$ cat config.mk
export PLATFORM = sky130hd
export DESIGN_NAME = swm_cell
export DESIGN_NICKNAME = d
export VERILOG_FILES = /design/src/hw/rtl/swm_pkg.sv /design/src/hw/rtl/swm_cell.sv
export SDC_FILE = /design/constraint.sdc
export NUM_CORES = 1
export LEC_CHECK = 0
export ABC_AREA = 0
export BUFFER_PORTS_ARGS = -buffer_cell sky130_fd_sc_hd__buf_2
export CORE_UTILIZATION = 49
export CTS_CLUSTER_SIZE = 28
export DETAILED_ROUTE_END_ITERATION = 6
export PLACE_DENSITY_LB_ADDON = 0.15
export SKIP_CTS_REPAIR_TIMING = 1
export SLEW_MARGIN = 30
export SYNTH_ARGS = -nofsm -noshare
export SYNTH_HDL_FRONTEND = slang
export SYNTH_SLANG_ARGS = --single-unit
$ cat constraint.sdc
create_clock -name clk -period 3.8 [get_ports clk]
set_clock_uncertainty 0.1 [all_clocks]
set_input_delay 0.57 -clock clk [delete_from_list [all_inputs] [get_ports clk]]
set_output_delay 0.57 -clock clk [all_outputs]
set_load 0.05 [all_outputs]
$ cat src/hw/rtl/swm_pkg.sv
// Shared types and constants for the sliding-window median filter.
// No dependencies; the cell, the top level and the bench import this package.
`timescale 1ns / 1ps

package swm_pkg;

    // width of the window_size configuration register
    localparam int CFG_WIDTH = 7;

    // broadcast control from the top level to every cell
    typedef struct packed {
        logic step;       // a sample transfer happens this cycle
        logic flush;      // first_of_sequence with the transfer: window empty before it
        logic cfg_clear;  // window_size written: drop all entries
        logic full;       // window holds window_size entries before this sample
    } cell_ctrl_t;

endpackage

$ cat src/hw/rtl/swm_cell.sv
// One cell of the sorted chain: holds one sample, its age and a valid flag.
// Depends on swm_pkg for the broadcast control struct.
`timescale 1ns / 1ps

module swm_cell #(
    parameter int SAMPLE_WIDTH = 32,
    parameter int AGE_WIDTH    = 6
) (
    input  logic                           clk,
    input  logic                           rst_n,
    input  swm_pkg::cell_ctrl_t            ctrl,
    input  logic signed [SAMPLE_WIDTH-1:0] sample,
    input  logic [AGE_WIDTH-1:0]           age_oldest,
    // from the cell below (lower rank)
    input  logic                           lo_rm,
    input  logic signed [SAMPLE_WIDTH-1:0] lo_sh_val,
    input  logic [AGE_WIDTH-1:0]           lo_sh_age,
    input  logic                           lo_sh_valid,
    input  logic                           lo_sh_gt,
    // from the cell above (higher rank)
    input  logic signed [SAMPLE_WIDTH-1:0] up_val,
    input  logic [AGE_WIDTH-1:0]           up_age,
    input  logic                           up_valid,
    input  logic                           up_gt,
    // to the neighbours
    output logic                           rm,
    output logic signed [SAMPLE_WIDTH-1:0] sh_val,
    output logic [AGE_WIDTH-1:0]           sh_age,
    output logic                           sh_valid,
    output logic                           sh_gt,
    output logic signed [SAMPLE_WIDTH-1:0] val,
    output logic [AGE_WIDTH-1:0]           age,
    output logic                           valid,
    output logic                           gt
);
    import swm_pkg::*;

    logic signed [SAMPLE_WIDTH-1:0] val_reg, val_next;
    logic [AGE_WIDTH-1:0]           age_reg, age_next;
    logic                           valid_reg, valid_next;
    logic                           live;
    logic                           evict;

    // entries are void before the new sample when a stream restarts
    assign live  = valid_reg & ~ctrl.flush;
    // empty slots count as "greater", so the sample lands at the end of the row
    assign gt    = ~live | (sample < val_reg);
    assign evict = ctrl.full & live & (age_reg == age_oldest);
    // ripples upward: at or above the evicted entry the row closes the gap
    assign rm    = lo_rm | evict;

    // contents after eviction, before insertion
    assign sh_val   = rm ? up_val   : val_reg;
    assign sh_age   = rm ? up_age   : age_reg;
    assign sh_valid = rm ? up_valid : live;
    assign sh_gt    = rm ? up_gt    : gt;

    assign val   = val_reg;
    assign age   = age_reg;
    assign valid = live;

    always_comb
    begin
        if (lo_sh_gt)
        begin
            val_next = lo_sh_val;
            age_next = lo_sh_age + 1'b1;
        end
        else if (sh_gt)
        begin
            val_next = sample;
            age_next = '0;
        end
        else
        begin
            val_next = sh_val;
            age_next = sh_age + 1'b1;
        end
        valid_next = lo_sh_valid;
    end

    always_ff @(posedge clk or negedge rst_n)
    begin
        if (!rst_n)
        begin
            valid_reg <= 1'b0;
        end
        else if (ctrl.cfg_clear)
        begin
            valid_reg <= 1'b0;
        end
        else if (ctrl.step)
        begin
            valid_reg <= valid_next;
        end
    end

    always_ff @(posedge clk)
    begin
        if (ctrl.step)
        begin
            val_reg <= val_next;
            age_reg <= age_next;
        end
    end

endmodule

# Word level (Yosys, flattened, before mapping)
# Cells that the tools add are included.
# W data, S select, Z words.
[word_totals]
word_cells = 25
register_bits = 39
input_bits = 125
out_inout_bits = 81
[op_classes]
n_reduce_logical = 1
order_cmp = 1
n_mux = 10
add_sub_neg = 2
n_eq_ne = 1
bitwise_logic = 7
[ops]
columns = ["cell", "count"]
rows = [
  ["$mux W32", 3],
  ["$lt A32 B32 Y1", 1],
  ["$mux W6", 3],
  ["$add A6 B1 Y6 const B", 2],
  ["$eq A6 B6 Y1", 1],
  ["$mux W1", 4],
  ["$and A1 B1 Y1", 3],
  ["$not A1 Y1", 2],
  ["$or A1 B1 Y1", 2],
  ["$reduce_bool A2 Y1", 1],
]

# Longest topological paths before layout
# Gate-level depths: netlist of run 1.
[depth]
ltp_word = 9
mapped_depth = 11
ltp_nobuf = 9

# Worst setup path after synthesis of run 1
# Ideal clock, no wire load.
[synth_path]
path_type = "input to output"
startpoint = "input ctrl[2] (netlist bit)"
endpoint = "output sh_gt"
slack_ns = 0.363
required_ns = 3.130
n_path_buf = 1
path_stages = 7
arrival_ns = 2.767
path_cell_list = "nor2b_2 and4_1 a31oi_1 and3_1 a21o_1 buf_2 nor2_1"
[synth_between]
elab_chain_len = 6
word_cells_on_any_way = 8
classes_between = "mux: 1; bitwise: 7"
[synth_lines]
columns = ["item", "line_no", "source"]
rows = [
  ["from (decl)", "swm_cell.sv:11", "input swm_pkg::cell_ctrl_t ctrl,"],
  ["$not A1 Y1 *", "swm_cell.sv:45", "assign live = valid_reg & ~ctrl.flush;"],
  ["$and A1 B1 Y1 *", "swm_cell.sv:45", ""],
  ["$and A1 B1 Y1 (2 in series)", "swm_cell.sv:48", "assign evict = ctrl.full & live & (age_reg == age_oldest);"],
  ["$or A1 B1 Y1", "swm_cell.sv:50", "assign rm = lo_rm | evict;"],
  ["$mux W1 *", "swm_cell.sv:56", "assign sh_gt = rm ? up_gt : gt;"],
  ["to (decl)", "swm_cell.sv:30", "output logic sh_gt,"],
]
# Mark *: on every way between the ends. The rest lies on a longest branch, timed or not.

# Worst setup path in the final report of run 1
[layout_path]
startpoint = "register val_reg[1], in the netlist val[1]"
endpoint = "output sh_gt"
[layout_between]
elab_chain_len = 3
[layout_lines]
columns = ["item", "line_no", "source"]
rows = [
  ["from (decl)", "swm_cell.sv:38", "logic signed [SAMPLE_WIDTH-1:0] val_reg, val_next;"],
  ["from (signal assigned)", "swm_cell.sv:102", "val_reg <= val_next;"],
  ["$lt A32 B32 Y1", "swm_cell.sv:47", "assign gt = ~live | (sample < val_reg);"],
  ["$or A1 B1 Y1", "swm_cell.sv:47", ""],
  ["$mux W1", "swm_cell.sv:56", ""],
]
# Every way passes these cells.

==> results of run 1 <==
==> per-layer routing <==
metal,vias up,part of all wire
li1,1888,-
met1,1762,0.42
met2,173,0.50
met3,20,0.064
met4,0,0.021
met5,-,0
==> path summary, 6_finish.rpt <==
kind                             end  slack [ns]  depth (start not counted)
min in group asynchronous  valid_reg        0.48                          2
min                        valid_reg        0.32                          2
max in group asynchronous  valid_reg        3.04                          2
max                            sh_gt        0.39                          8
max reg2reg                  val[16]        0.84                         10
min reg2reg                valid_reg        0.43                          2
==> kinds of logic (layout without fill, tap and decap cells) <==
| group | after synthesis | after routing | share of synthesized area |
|---|---|---|---|
| compound gates | 138 | 138 | 0.231 |
| simple gates | 79 | 79 | 0.0970 |
| buf+inv | 65 | 264 | 0.0752 |
| mux | 40 | 40 | 0.123 |
| flops | 39 | 39 | 0.323 |
| fa+ha+maj | 33 | 33 | 0.114 |
| xor+xnor | 15 | 15 | 0.0364 |
==> report_power, final <==
part / leakage [uW] / total [uW] / switching (uW) / internal, uW
combinational: 0.00194 / 692 / 471 / 221
sequential: 0.000390 / 542 / 26.3 / 516
clock: 0.0000395 / 276 / 145 / 131
total: 0.00237 / 1510 / 643 / 867
==> stage by stage <==
stage	total power, uW	setup WS (ns)	util
floorplan	1030	0.363	-
global placement	1230	0.458	0.685
detailed placement	1240	0.421	0.685
CTS	1520	0.369	0.696
global route	1590	0.163	0.697
finish	1510	0.390	0.697
==> cells in the mapped netlist, drive strengths merged <==
cell type	instances	share of area
nand2	50	0.052
mux2	36	0.11
and4	1	0.0024
nor4	1	0.0017
inv	39	0.041
buf	12	0.020
a2111oi	1	0.0076
nand4	5	0.0087
a21oi	48	0.067
nor3	3	0.0042
nand3	4	0.0055
xor2	4	0.0097
edfxtp	38	0.32
nor2b	1	0.0024
a31oi	1	0.0017
nand3b	2	0.0042
clkbuf	14	0.015
a2bb2oi	1	0.0024
dfrtp	1	0.0069
a221oi	1	0.0024
a2111o	1	0.0031
o21ai	44	0.061
xnor2	11	0.027
nand2b	3	0.0052
nor2	7	0.0073
a21o	1	0.0021
ha	33	0.11
o31ai	34	0.071
a311oi	1	0.0024
o2bb2ai	1	0.0042
mux2i	4	0.011
and3	2	0.0035
o22ai	4	0.0069
==> worst reg2reg max path: cells and delay by family, from the launching register on <==
family	cells	cell delay, ns
and+or+nand+nor	3	0.68
buffers and inverters	2	0.45
DFF	1	0.38
AOI/OAI and AO/OA	4	0.84
adders and majority gates	1	0.34
==> area by class of cell <==
cell class	instances	area [sq um]
well taps	96	120
clock buffers	8	80.1
inverters	39	146
repair buffers	217	1120
fillers	576	2100
multi-input cells	305	2210
flip-flops and latches	39	1170
==> flow_summary.json, run 1 <==
{
  "num_antenna_cells": 0,
  "final_design_area_no_fill_sq_um": 4840,
  "critPathKind": "flop to primary output",
  "start_util": 0.520,
  "detail_route.vias_per_cell": 5.46,
  "dp_hpwl_mm": 8.48,
  "period_share": 0.897,
  "timing.fmax_ghz": 0.293,
  "wl_mm": 11.3,
  "synthCells": 409,
  "min-delay-start": "ctrl[1]",
  "clk_pin_slew_ns": 0.07,
  "grt_pass1_wl_mm": 17.2,
  "final.setup.tns_ns": 0,
  "worst-endpoint-required_ns": 3.13,
  "detail_route.iter0.violations": 203,
  "rsz_0062_raised_after_global_routing": "false",
  "fin_cells": 704,
  "clk_latency_ns": 0.29,
  "timing.critical_path.buf_inv": 2,
  "mappedNetlistNets": 567,
  "numClockSinks": 39,
  "powerDensity_nw_per_um2": 312,
  "post_dp_cell_area_sq_um": 4750,
  "globalRouteMet1Util": 0.348,
  "flow.area_growth_from_synthesis_pct": 34.1,
  "cts.root.buffer_cell": "sky130_fd_sc_hd__clkbuf_8",
  "gr_overflow_total": 0,
  "place_congestion": 0.862,
  "routedWlPerCell_microns": 16.0,
  "timing.critical_path.fanout_max": 5,
  "maxSlewViolCount": 0,
  "hold_slack_ns": 0.323,
  "grt_antenna_before_repair": 0,
  "synth_sequential_area_ratio": 0.323,
  "post-place-cells": 695,
  "timing.max_slew.rel_slack": 0.374,
  "crit_slowest_cell": "sky130_fd_sc_hd__edfxtp_1",
  "regToRegStartpoint": "val[31]",
  "tritoncts": "yes",
  "gr-usage-met3": 0.0462,
  "period_minus_ws_final_ns": 3.41,
  "area_of_the_die_sq_um": 7720,
  "layout_commonest_cell": "sky130_fd_sc_hd__buf_2",
  "netlist_area_sq_um": 3610,
  "place.port_buffers": 205,
  "path_delay_family": "compound AO/OA/AOI/OAI gates",
  "cts.htree.levels": 2,
  "finalNetCount": 765,
  "final_layout_size_suffix_gt1_frac": 0.433,
  "leakagePower_uw": 0.00237,
  "globalRouteTotalUtil": 0.291,
  "largest_reg_flops": 32,
  "mostFrequentLayoutCells": "sky130_fd_sc_hd__buf_2 (205), sky130_fd_sc_hd__nand2_1 (50), sky130_fd_sc_hd__a21oi_1 (47)",
  "setup.worst_path.end_class": "primary output",
  "ioPinCount": 206,
  "finalSetupViolations": 0,
  "count_of_distinct_cell_types_in_the_synthesized_netlist": 36,
  "critical_path_arrival_ns": 2.74,
  "worstSetupStartpointType": "flop",
  "slowest_delay_ns": 0.42,
  "flip_flop_and_latch_count_after_synthesis": 39,
  "drc_violation_count_after_routing": 0,
  "grt_max_degree": 40,
  "tightestPinTransition_ns": 0.939,
  "cts_buffers": 5,
  "critPathLaunch": "val[1]",
  "rows": 30,
  "route.vias.total": 3843,
  "max_cap_viol_count": 0,
  "chain_of_cells_forming_the_critical_path": "inv_1 -> ha_1 -> a2111o_1 -> a311oi_1 -> o22ai_1 -> o2bb2ai_4 -> nor2_1 -> buf_2",
  "max-vdd-ir-drop_uv": 155,
  "floorplan.die.width_microns": 87.9,
  "number_of_global_route_vias_before_repair": 3621,
  "detail_route.first_pass.iterations": 5,
  "clockBufferDepth": 2,
  "grtUsageMet2": 0.526,
  "hold_class": "primary input to flop",
  "floorplan.core_area_sq_um": 6940,
  "yosysWarnings": 0,
  "grt_busiest_layer": "met2",
  "fp.dieH_microns": 87.9,
  "outcome": "finished clean",
  "report.final.hold_viol_count": 0,
  "drtAntennaViolNets": 0,
  "syn-mean-instance-area_sq_um": 8.83
}
(Power assumes the default switching activity.)
==> run 2: changes to the inputs <==
- CORE_MARGIN: not set -> 4
- CORE_UTILIZATION: 49 -> 45
- SLEW_MARGIN: 30 -> not set
- clock period: 3.8 -> 3.4 ns (I/O delays scaled with it)
==> run 2 against run 1 <==
- clock power is 21% higher
- flip-flop and latch count did not move
- sequential share of layout area shrank 0.29 points
- die area increased by 23%
- global-route usage fell by 4.3 points
- first-iteration DRC count shrank 16%
- final cell count increased by 1.3%
- combinational power rose by 13%
- critical path depth is the same
- largest power group unchanged
- highest routed layer unchanged
==> flow_summary.json, run 2 (synthesis results as in run 1) <==
{
  "r2r_setup_slk_ns": 0.53,
  "worst-endpoint-required_ns": 2.79,
  "detail_route.first_pass.iterations": 5,
  "grt_max_degree": 40,
  "leakagePower_uw": 0.00239,
  "critical_path_arrival_ns": 2.67,
  "layout_commonest_cell": "sky130_fd_sc_hd__buf_2",
  "timing.fmax_ghz": 0.305,
  "route.vias.total": 3881,
  "number_of_global_route_vias_before_repair": 3967,
  "rsz_0062_raised_after_global_routing": "false",
  "floorplan.core_area_sq_um": 7770,
  "clk_pin_slew_ns": 0.08,
  "post-place-ws_ns": 0.0694,
  "routedWlPerCell_microns": 16.6,
  "report.final.hold_viol_count": 0,
  "final_layout_size_suffix_gt1_frac": 0.444,
  "multi_input_area_sq_um": 2230,
  "wl_mm": 11.9,
  "dp_hpwl_mm": 9.10,
  "num_antenna_cells": 0,
  "clockBufferDepth": 2,
  "detail_route.vias_per_cell": 5.44,
  "ff_latch_area_sq_um": 1170,
  "grt_pass1_wl_mm": 19.4,
  "grt_antenna_before_repair": 0,
  "max-vdd-ir-drop_uv": 175,
  "drc_violation_count_after_routing": 0,
  "setup.worst_path.end_class": "primary output",
  "mostFrequentLayoutCells": "sky130_fd_sc_hd__buf_2 (205), sky130_fd_sc_hd__nand2_1 (50), sky130_fd_sc_hd__a21oi_1 (47)",
  "clk_latency_ns": 0.30,
  "start_util": 0.465,
  "post_dp_cell_area_sq_um": 4780,
  "detail_route.iter0.violations": 170,
  "hold_end": "valid_reg",
  "outcome": "finished clean",
  "powerDensity_nw_per_um2": 351,
  "final_design_area_no_fill_sq_um": 4900,
  "tritoncts": "yes",
  "drtAntennaViolNets": 0,
  "floorplan.die.width_microns": 97.6,
  "worstSetupStartpointType": "flop",
  "cts.htree.levels": 2,
  "globalRouteTotalUtil": 0.247,
  "tightestPinTransition_ns": 0.942,
  "post-route-util": 0.631,
  "critical_path.reg2reg.endpoint": "val[20]",
  "place.port_buffers": 205,
  "largest_reg_flops": 32,
  "timing.critical_path.fanout_max": 3,
  "numClockSinks": 39,
  "maxSlewViolCount": 0,
  "critPathKind": "flop to primary output",
  "flow.area_growth_from_synthesis_pct": 35.7,
  "cts.root.buffer_cell": "sky130_fd_sc_hd__clkbuf_8",
  "ioPinCount": 206,
  "rows": 32,
  "place_congestion": 0.924,
  "hold_class": "primary input to flop",
  "finalPower_uw": 1720,
  "period_share": 0.965,
  "cts_buffers": 5,
  "finalNetCount": 768,
  "worstHoldPathCells": 2,
  "gr_overflow_total": 0,
  "setup_slack_after_layout_ns": 0.118,
  "max_cap_viol_count": 0,
  "period_minus_ws_final_ns": 3.28,
  "finalSetupViolations": 0,
  "final.setup.tns_ns": 0,
  "timing.max_slew.rel_slack": 0.372,
  "regToRegStartpoint": "val[1]",
  "r2r_cells": 9,
  "min-delay-start": "ctrl[1]",
  "area_of_the_die_sq_um": 9520,
  "num-fill-cells": 741,
  "fp.dieH_microns": 97.6
}
## run 2: cell count changes in the layout (fill, tap and decap cells not counted), sizes merged
cell	before	now
buf	216	219
clkbuf	8	7
clkinv	0	1
## run 2: power by group
group / internal, uW / switching [uW] / leakage [uW] / total, uW
Combinational: 252 / 532 / 0.00196 / 784
Clock: 164 / 170 / 0.0000482 / 334
Sequential: 576 / 28.3 / 0.000390 / 604
## run 2: cell type report
class / count / share of cell area
sequential: 39 / 0.238
tap: 102 / 0.0260
clock buffer: 7 / 0.0176
timing repair buffer: 220 / 0.233
clock inverter: 1 / 0.00102
multi-input combinational: 305 / 0.455
inverter: 39 / 0.0299
## run 2: stage by stage
stage,std cells,hold WS [ns]
6_report,713,0.260
5_1_grt,713,0.255
4_1_cts,712,-0.132
3_5_place_dp,704,0.186
3_3_place_gp,704,0.185
2_1_floorplan,409,0.114
## run 2: worst max-delay path by stage
stage	slack, ns	end	from	cells after the start
floorplan	0.03	sh_gt	val[31]	9
global placement	0.19	sh_gt	sample[1]	8
detailed placement	0.07	sh_gt	sample[1]	8
CTS	-0.05	sh_gt	val[1]	8
global route	0.006	sh_gt	val[1]	8
finish	0.12	sh_gt	val[1]	8
## run 2: layer usage
layer | GRT usage | wire, microns | up-vias
li1 | - | - | 1889
met1 | 0.306 | 4870 | 1812
met2 | 0.441 | 6000 | 170
met3 | 0.0503 | 855 | 10
met4 | 0.0575 | 130 | 0
met5 | 0 | 0 | -
## run 2: worst max-delay path, cell delays in order (launching register included)
cell and delay, ns:
sky130_fd_sc_hd__edfxtp_1 0.42, sky130_fd_sc_hd__inv_1 0.09, sky130_fd_sc_hd__ha_1 0.23, sky130_fd_sc_hd__a2111o_1 0.38, sky130_fd_sc_hd__a311oi_2 0.37, sky130_fd_sc_hd__o22ai_2 0.17
sky130_fd_sc_hd__o2bb2ai_4 0.17, sky130_fd_sc_hd__nor2_1 0.23, sky130_fd_sc_hd__buf_2 0.32
==> run 3: changes to the inputs <==
--- a/config.mk
+++ b/config.mk
@@ -14,2 +14,3 @@
 export PLACE_DENSITY_LB_ADDON = 0.15
+export SETUP_SLACK_MARGIN = 0.5
 export SKIP_CTS_REPAIR_TIMING = 1
--- a/constraint.sdc
+++ b/constraint.sdc
@@ -4,2 +4,2 @@
 set_output_delay 0.51 -clock clk [all_outputs]
-set_load 0.05 [all_outputs]
+set_load 0.005 [all_outputs]
==> run 3 against run 2 <==
- via count grew 5.0%
- critical path depth grew 1
- clock power shrank 4%
- sequential share of layout area shrank 1.6 points
- critical path type unchanged
==> flow_summary.json, run 3 (synthesis results as in run 1) <==
{
  "outcome": "finished clean",
  "ff_latch_area_sq_um": 1170,
  "clockBufferDepth": 2,
  "leakagePower_uw": 0.00251,
  "route.vias.total": 4074,
  "critPathKind": "flop to primary output",
  "timing.critical_path.buf_inv": 2,
  "floorplan.core_area_sq_um": 7770,
  "num-fill-cells": 693,
  "regToRegStartpoint": "val[1]",
  "setup_slack_after_layout_ns": 0.431,
  "max-vdd-ir-drop_uv": 137,
  "tightestPinTransition_ns": 0.951,
  "place.port_buffers": 205,
  "maxSlewViolCount": 0,
  "flow.area_growth_from_synthesis_pct": 45.5,
  "layout_commonest_cell": "sky130_fd_sc_hd__buf_2",
  "seq_power_share": 0.402,
  "finalNetCount": 787,
  "routedWlPerCell_microns": 17.1,
  "path_delay_family": "compound AO/OA/AOI/OAI gates",
  "period_minus_ws_final_ns": 2.97,
  "grt_antenna_before_repair": 1,
  "drtAntennaViolNets": 0,
  "fp.dieH_microns": 97.6,
  "wl_mm": 12.6,
  "rows": 32,
  "area_of_the_die_sq_um": 9520,
  "slowest_delay_ns": 0.41,
  "gr_overflow_total": 0,
  "report.final.hold_viol_count": 0,
  "post-place-ws_ns": 0.274,
  "rsz_0062_raised_after_global_routing": "true",
  "largest_reg_flops": 32,
  "clock_power_share": 0.214,
  "powerDensity_nw_per_um2": 287,
  "place_congestion": 0.943,
  "setup.worst_path.end_class": "primary output",
  "route.met2.wl_mm": 6.38,
  "detail_route.iter0.violations": 265,
  "switching_share": 0.330,
  "timing.fmax_ghz": 0.337,
  "p_comb_frac": 0.385,
  "crit_slowest_cell": "sky130_fd_sc_hd__edfxtp_1",
  "hold_class": "primary input to flop",
  "worst-endpoint-required_ns": 2.79,
  "start_util": 0.465,
  "tritoncts": "yes",
  "grt_pass1_wl_mm": 19.0,
  "timing.critical_path.fanout_max": 3,
  "cts_buffers": 5,
  "period_share": 0.873,
  "globalRouteTotalUtil": 0.242,
  "chain_of_cells_forming_the_critical_path": "inv_1 -> ha_1 -> a2111o_1 -> a311oi_4 -> o22ai_4 -> nor2_2 -> xor2_1 -> nand2_1 -> buf_2",
  "cts.htree.levels": 2,
  "highest_layer": "met4",
  "detail_route.vias_per_cell": 5.56,
  "timing.max_slew.rel_slack": 0.366,
  "cts.root.buffer_cell": "sky130_fd_sc_hd__clkbuf_8",
  "max_cap_viol_count": 0,
  "clk_latency_ns": 0.30,
  "detail_route.first_pass.iterations": 5,
  "drc_violation_count_after_routing": 0,
  "numClockSinks": 39,
  "ioPinCount": 206,
  "drt-met1-wl_mm": 5.05,
  "critPathLaunch": "val[1]",
  "hold_slack_ns": 0.249,
  "critical_path_arrival_ns": 2.36,
  "number_of_global_route_vias_before_repair": 3866,
  "met3_wirelength_microns": 993,
  "worstSetupStartpointType": "flop",
  "p_int_uw": 1010,
  "dp_hpwl_mm": 9.23,
  "floorplan.die.width_microns": 97.6,
  "multi_input_area_sq_um": 2430,
  "clk_pin_slew_ns": 0.08,
  "power_switching_uw": 497,
  "min-delay-start": "ctrl[1]",
  "finalSetupViolations": 0,
  "grt_max_degree": 40,
  "final_layout_size_suffix_gt1_frac": 0.497,
  "mostFrequentLayoutCells": "sky130_fd_sc_hd__buf_2 (205), sky130_fd_sc_hd__nand2_1 (49), sky130_fd_sc_hd__a21oi_1 (46)",
  "final.setup.tns_ns": 0
}
-- run 3: changes by cell type in the layout (fill, tap and decap cells not counted), sizes merged --
cell,previous run,this run
diode,0,1
clkinv,1,0
clkbuf,7,8
buf,219,238
-- run 3: per-stage QoR --
| step | total power [uW] | instance area, sq um | cells | utilization |
|---|---|---|---|---|
| floorplan | 880 | 3610 | 409 | - |
| global placement | 1110 | 4780 | 704 | 0.616 |
| detailed placement | 1120 | 4780 | 704 | 0.616 |
| CTS | 1430 | 4860 | 712 | 0.626 |
| global route | 1590 | 5260 | 733 | 0.677 |
| finish | 1510 | 5260 | 733 | 0.677 |
-- run 3: worst paths after layout --
path                                  end  slack [ns]  depth (start not counted)
worst max-delay path                   gt        0.43                          9
worst min-delay path            valid_reg        0.25                          2
min in group asynchronous       valid_reg        0.41                          2
worst max register to register     val[3]        0.59                         10
max in group asynchronous       valid_reg        2.71                          2
worst min register to register  valid_reg        0.43                          2
-- run 3: power by group through the flow --
stage | Combinational [uW] | Sequential [uW] | Clock, uW
2_1_floorplan | 267 | 613 | 0
3_3_place_gp | 493 | 614 | 0
3_5_place_dp | 504 | 617 | 0
4_1_cts | 508 | 606 | 321
5_1_grt | 644 | 610 | 338
6_report | 580 | 605 | 322
-- run 3: worst register-to-register path, cell delays in order, from the launching register on --
cell and delay (ns):
sky130_fd_sc_hd__edfxtp_1 0.41, sky130_fd_sc_hd__inv_1 0.08, sky130_fd_sc_hd__ha_1 0.22, sky130_fd_sc_hd__a2111o_1 0.40
sky130_fd_sc_hd__a311oi_4 0.29, sky130_fd_sc_hd__o22ai_4 0.15, sky130_fd_sc_hd__o2bb2ai_4 0.19, sky130_fd_sc_hd__buf_4 0.15
sky130_fd_sc_hd__buf_4 0.19, sky130_fd_sc_hd__o31ai_1 0.28, sky130_fd_sc_hd__o21ai_1 0.10
-- run 3: routing by layer --
metal / up-vias / track usage
li1: 1940 / -
met1: 1901 / 0.312
met2: 222 / 0.415
met3: 11 / 0.0459
met4: 0 / 0.0628
met5: - / 0
-- run 3: area by class of cell --
type / instances / area share
Multi-Input combinational cell: 305 / 0.462
Timing Repair Buffer: 239 / 0.248
Sequential cell: 39 / 0.222
Inverter: 39 / 0.0279
Tap cell: 102 / 0.0243
Clock buffer: 8 / 0.0152
Antenna cell: 1 / 0.000476
